File: src/rtl/plmi_pkg.sv
`default_nettype none
package plmi_pkg;

  localparam int MAP_DEPTH = 256;
  localparam int ADDR_W    = $clog2(MAP_DEPTH);
  localparam int CNT_W     = ADDR_W + 1;

  localparam int POS_W     = 32;
  localparam int KIDX_W    = 8;
  localparam int KCNT_W    = 9;
  localparam int REGION_W  = 2;

  localparam logic [KCNT_W-1:0] KCNT_RESET = KCNT_W'(2);

  localparam logic KIND_LOAD  = 1'b0;
  localparam logic KIND_QUERY = 1'b1;

  localparam logic [REGION_W-1:0] REGION_LEFT   = 2'd0;
  localparam logic [REGION_W-1:0] REGION_INSIDE = 2'd1;
  localparam logic [REGION_W-1:0] REGION_RIGHT  = 2'd2;

  // |a*b/c| is clipped to 2^TERM_EXP before the final add
  localparam int PROD_W   = 2 * POS_W;
  localparam int TERM_EXP = 34;
  localparam int QUOT_W   = TERM_EXP + 1;
  localparam int HI_W     = PROD_W - QUOT_W;
  localparam int QCNT_W   = $clog2(QUOT_W);
  localparam int TOT_W    = QUOT_W + 2;

  localparam logic [QUOT_W-1:0] TERM_LIMIT = QUOT_W'(1) << TERM_EXP;

endpackage
`default_nettype wire

File: src/rtl/plmi_div.sv
`default_nettype none
module plmi_div (
  input  wire logic                          clk,
  input  wire logic                          rst_n,
  input  wire logic                          start,
  input  wire logic [plmi_pkg::PROD_W-1:0]   dividend,
  input  wire logic [plmi_pkg::POS_W-1:0]    divisor,
  output      logic                          done,
  output      logic [plmi_pkg::QUOT_W-1:0]   quot
);

  logic                          busy_r;
  logic                          done_r;
  logic [plmi_pkg::QCNT_W-1:0]   cnt_r;
  logic [plmi_pkg::POS_W-1:0]    rem_r;
  logic [plmi_pkg::POS_W-1:0]    rem_nxt;
  logic [plmi_pkg::QUOT_W-1:0]   rq_r;
  logic [plmi_pkg::QUOT_W-1:0]   rq_nxt;
  logic [plmi_pkg::POS_W-1:0]    dvs_r;
  logic [plmi_pkg::QUOT_W-1:0]   quot_r;
  logic [plmi_pkg::POS_W:0]      trial;
  logic [plmi_pkg::POS_W:0]      diff;
  logic                          ge;
  logic                          ovf;
  logic                          last_step;

  // quotient needs more than QUOT_W bits when the top dividend bits reach the divisor
  assign ovf       = plmi_pkg::POS_W'(dividend[plmi_pkg::PROD_W-1 -: plmi_pkg::HI_W]) >= divisor;
  assign trial     = {rem_r, rq_r[plmi_pkg::QUOT_W-1]};
  assign diff      = trial - {1'b0, dvs_r};
  assign ge        = trial >= {1'b0, dvs_r};
  assign rem_nxt   = ge ? diff[plmi_pkg::POS_W-1:0] : trial[plmi_pkg::POS_W-1:0];
  assign rq_nxt    = {rq_r[plmi_pkg::QUOT_W-2:0], ge};
  assign last_step = cnt_r == plmi_pkg::QCNT_W'(plmi_pkg::QUOT_W - 1);

  always_ff @(posedge clk) begin
    if (!rst_n) begin
      busy_r <= 1'b0;
      done_r <= 1'b0;
    end else begin
      if (start) begin
        busy_r <= !ovf;
        done_r <= ovf;
      end else if (busy_r && last_step) begin
        busy_r <= 1'b0;
        done_r <= 1'b1;
      end else begin
        done_r <= 1'b0;
      end
    end
  end

  always_ff @(posedge clk) begin
    if (start) begin
      cnt_r  <= '0;
      dvs_r  <= divisor;
      rem_r  <= plmi_pkg::POS_W'(dividend[plmi_pkg::PROD_W-1 -: plmi_pkg::HI_W]);
      rq_r   <= dividend[plmi_pkg::QUOT_W-1:0];
      quot_r <= plmi_pkg::TERM_LIMIT;
    end else if (busy_r) begin
      cnt_r <= cnt_r + plmi_pkg::QCNT_W'(1);
      rem_r <= rem_nxt;
      rq_r  <= rq_nxt;
      if (last_step) begin
        quot_r <= (rq_nxt > plmi_pkg::TERM_LIMIT) ? plmi_pkg::TERM_LIMIT : rq_nxt;
      end
    end
  end

  assign done = done_r;
  assign quot = quot_r;

endmodule
`default_nettype wire

File: config.mk
export PLATFORM = sky130hd
export DESIGN_NAME = plmi_div
export DESIGN_NICKNAME = d
export VERILOG_FILES = /design/src/rtl/plmi_pkg.sv /design/src/rtl/plmi_div.sv
export SDC_FILE = /design/constraint.sdc
export NUM_CORES = 1
export LEC_CHECK = 0
export BUFFER_PORTS_ARGS = -buffer_cell sky130_fd_sc_hd__buf_2
export CAP_MARGIN = 5
export CORE_UTILIZATION = 25
export DETAILED_ROUTE_END_ITERATION = 12
export PLACE_DENSITY_LB_ADDON = 0.15
export SYNTH_ARGS = -nofsm -noshare
export SYNTH_HDL_FRONTEND = slang
export SYNTH_SLANG_ARGS = --single-unit
File: constraint.sdc
create_clock -name clk -period 4.2 [get_ports clk]
set_clock_uncertainty 0.2 [all_clocks]
set_input_delay 0.63 -clock clk [delete_from_list [all_inputs] [get_ports clk]]
set_output_delay 0.63 -clock clk [all_outputs]
set_load 0.01 [all_outputs]
==> results.py <==
metrics = {
    "setup_path": {
        "path_common_cell": "mux2_2",
        "slowest_stage": "ha_1",
        "path_cells": "ha_1, nand4_1, nor3_1, and4b_1, o31a_1, o2111ai_2, a21oi_4, buf_12, mux2_2, mux2_2",
        "crit_path_max_incr_delay_ns": 0.42,
        "cp_num_buf_inv": 1,
        "worstPathMaxFanout": 45,
        "arrival_ns": 3.51,
        "worstPathRequired_ns": 4.18,
        "path_class": "reg2reg",
        "critPathLaunchType": "flop",
        "cp_top_family": "simple AND/OR/NAND/NOR gates",
        "critPathCaptureType": "flop",
    },
    "cts": {
        "cts_hold_buffers": 0,
        "cts_resized": 0,
        "insertion_delay_ns": 0.44,
        "cts_buffers": 17,
        "tritoncts": "built",
        "clock_tree.buffer_depth": 2,
        "clkSinkCount": 142,
        "htree_levels": 4,
        "cts_setup_buffers": 0,
        "clkTransAtPathRegs_ns": 0.07,
        "root_buffer": "clkbuf_16",
    },
    "global_route": {
        "grt_max_degree": 65,
        "grt_pass1_vias": 6110,
        "gr-total-overflow": 0,
        "antenna_found_initial": 11,
        "grt_pass1_wl_mm": 33.6,
        "grt_use_total_pct": 13.4,
    },
    "synthesis": {
        "ys_seq_elements": 142,
        "yosysTopAreaCell": "edfxtp_1",
        "seq_area_frac_synth_pct": 47.6,
        "synth_top_area_share_pct": 36.1,
        "synth_ff_type": "edfxtp_1",
        "netlist-cell-type-count": 54,
        "async_reset_ff_share_pct": 0,
        "synth.area.top_cells": "edfxtp_1 36%, dfxtp_1 12%, ha_1 9.9%, mux2_2 6.6%, a22o_1 3.7%",
        "synth_warnings": 0,
        "syn-cell-area_um2": 7990,
        "synth_edf_count": 96,
        "postSynthAreaPerCell_um2": 10.8,
        "syn_inst": 743,
        "syn_nets": 906,
    },
    "sta": {
        "worst_pin_slew_ns": 0.668,
        "rsz0062_at_grt": "false",
        "setup_ws_ns": 0.667,
        "slew_headroom_pct": 55.0,
        "finalCriticalPeriod_ns": 3.53,
        "tns_ns": 0,
        "max_freq_ghz": 0.283,
        "slew_violations": 0,
        "setup_viol": 0,
        "hold_violations": 0,
        "final.period_utilization_pct": 84.1,
    },
    "routing": {
        "routed-via-count": 5925,
        "wl_mm": 20.9,
        "drtIter0Drc": 278,
        "dr.pass1.iters": 9,
        "avgRoutedWirePerCell_um": 16.1,
        "drc_errors": 4,
        "via_per_inst": 4.57,
        "drtAntennaViolNets": 0,
    },
    "power_and_ir_drop": {
        "finalPower_mw": 4.88,
        "power.density_nw_per_um2": 498,
        "ir_drop_uv": 287,
        "p_leak_nw": 4.25,
    },
    "floorplanning": {
        "core_area_um2": 31500,
        "die-area_um2": 32700,
        "start_util_pct": 25.4,
        "fp.dieW_um": 181,
        "fp.dieH_um": 181,
        "io_pins": 135,
        "core.rowCount": 65,
    },
    "run_status": {
        "violations": "design-rule violations",
        "status": "complete, but fails checks",
    },
    "cells_and_area": {
        "area_growth_pct": 22.8,
        "seq_area_um2": 3800,
        "fin_nets": 1040,
        "layout-drive-gt1-share_pct": 25.6,
        "finish.utilization_pct": 31.2,
        "multiInputGateArea_um2": 3830,
        "fin_area_um2": 9810,
        "fill_cells": 3258,
    },
    "worst_hold_path": {
        "min_path_type": "in2reg",
    },
    "placed_design": {
        "routabilityCongestion": 0.752,
        "port-buffer-count": 134,
        "place_area_um2": 9160,
        "dp_hpwl_mm": 15.5,
        "dp_slack_ns": 0.657,
    },
    "run": {
        "drv_cap": 0,
    },
}
[sequential cells by signal (all words and copies together) (netlist names)]
name    cells
busy_r      1
cnt_r       6
done        1
dvs_r      32
quot       35
rem_r      32
rq_r       35
[metrics by stage]
stage / cells / hold slack (ns)
finish: 1297 / 0.183
global route: 1292 / 0.160
CTS: 1292 / 0.158
detailed placement: 1260 / 0.238
global placement: 1260 / 0.233
floorplan: 743 / 0.254
[routing by layer]
layer	track usage [%]	wire length (µm)	up-vias
met3	5.34	1580	32
li1	-	-	3020
met4	4.31	250	14
met2	21.3	9430	131
met5	0	78	-
met1	16.4	9590	2728
[Yosys cell counts, types with 9 or more instances]
cell type / instances
a21oi_1: 39
nand2_1: 57
nor2_1: 32
inv_1: 65
clkbuf_1: 18
a22o_1: 34
a21o_1: 17
o21ai_0: 51
mux2i_1: 19
xnor2_1: 14
nor4_1: 9
nor3_1: 9
dfxtp_1: 46
mux2_2: 47
nand4_1: 15
ha_1: 63
nand3_1: 12
xor2_1: 18
edfxtp_1: 96
[power by group]
part | switching, mW | internal (mW)
Clock | 0.674 | 0.995
Combinational | 0.783 | 0.633
Sequential | 0.100 | 1.70
[final timing paths]
path,startpoint,endpoint,slack (ns),depth (start not counted)
hold reg to reg,quot[34],quot[34],0.26,2
hold / removal,divisor[6],dvs_r[6],0.18,1
setup / recovery,rem_r[12],rem_r[19],0.67,10
setup reg to reg,rem_r[12],rem_r[19],0.67,10
[cell families after synthesis]
group	count (synthesis)	share of synthesized area (%)
compound gates	185	15.3
xor+xnor	32	3.51
fa+ha+maj	64	10.1
buf+inv	91	4.54
flops	142	47.6
mux	66	9.01
simple gates	163	9.87
[cell type report]
type	count	share of cell area (%)
multi-input combinational	510	39.1
sequential	142	38.8
timing repair buffer	141	7.91
clock buffer	21	5.13
tap	402	5.13
inverter	65	2.49
clock inverter	11	1.40
antenna	5	0.128
[cells in the final DEF (no fill, tap or decap), types with 18 or more instances in the layout]
cell       Yosys  routed
a21oi_1       39      39
a22o_1        34      34
buf_2          5     133
clkbuf_16      0      19
dfxtp_1       46      46
edfxtp_1      96      96
ha_1          63      63
inv_1         65      65
mux2_2        47      47
mux2i_1       19      19
nand2_1       57      57
nor2_1        32      31
o21ai_0       51      51
xor2_1        18      18
Note: power is estimated with default switching activity, not from simulation.
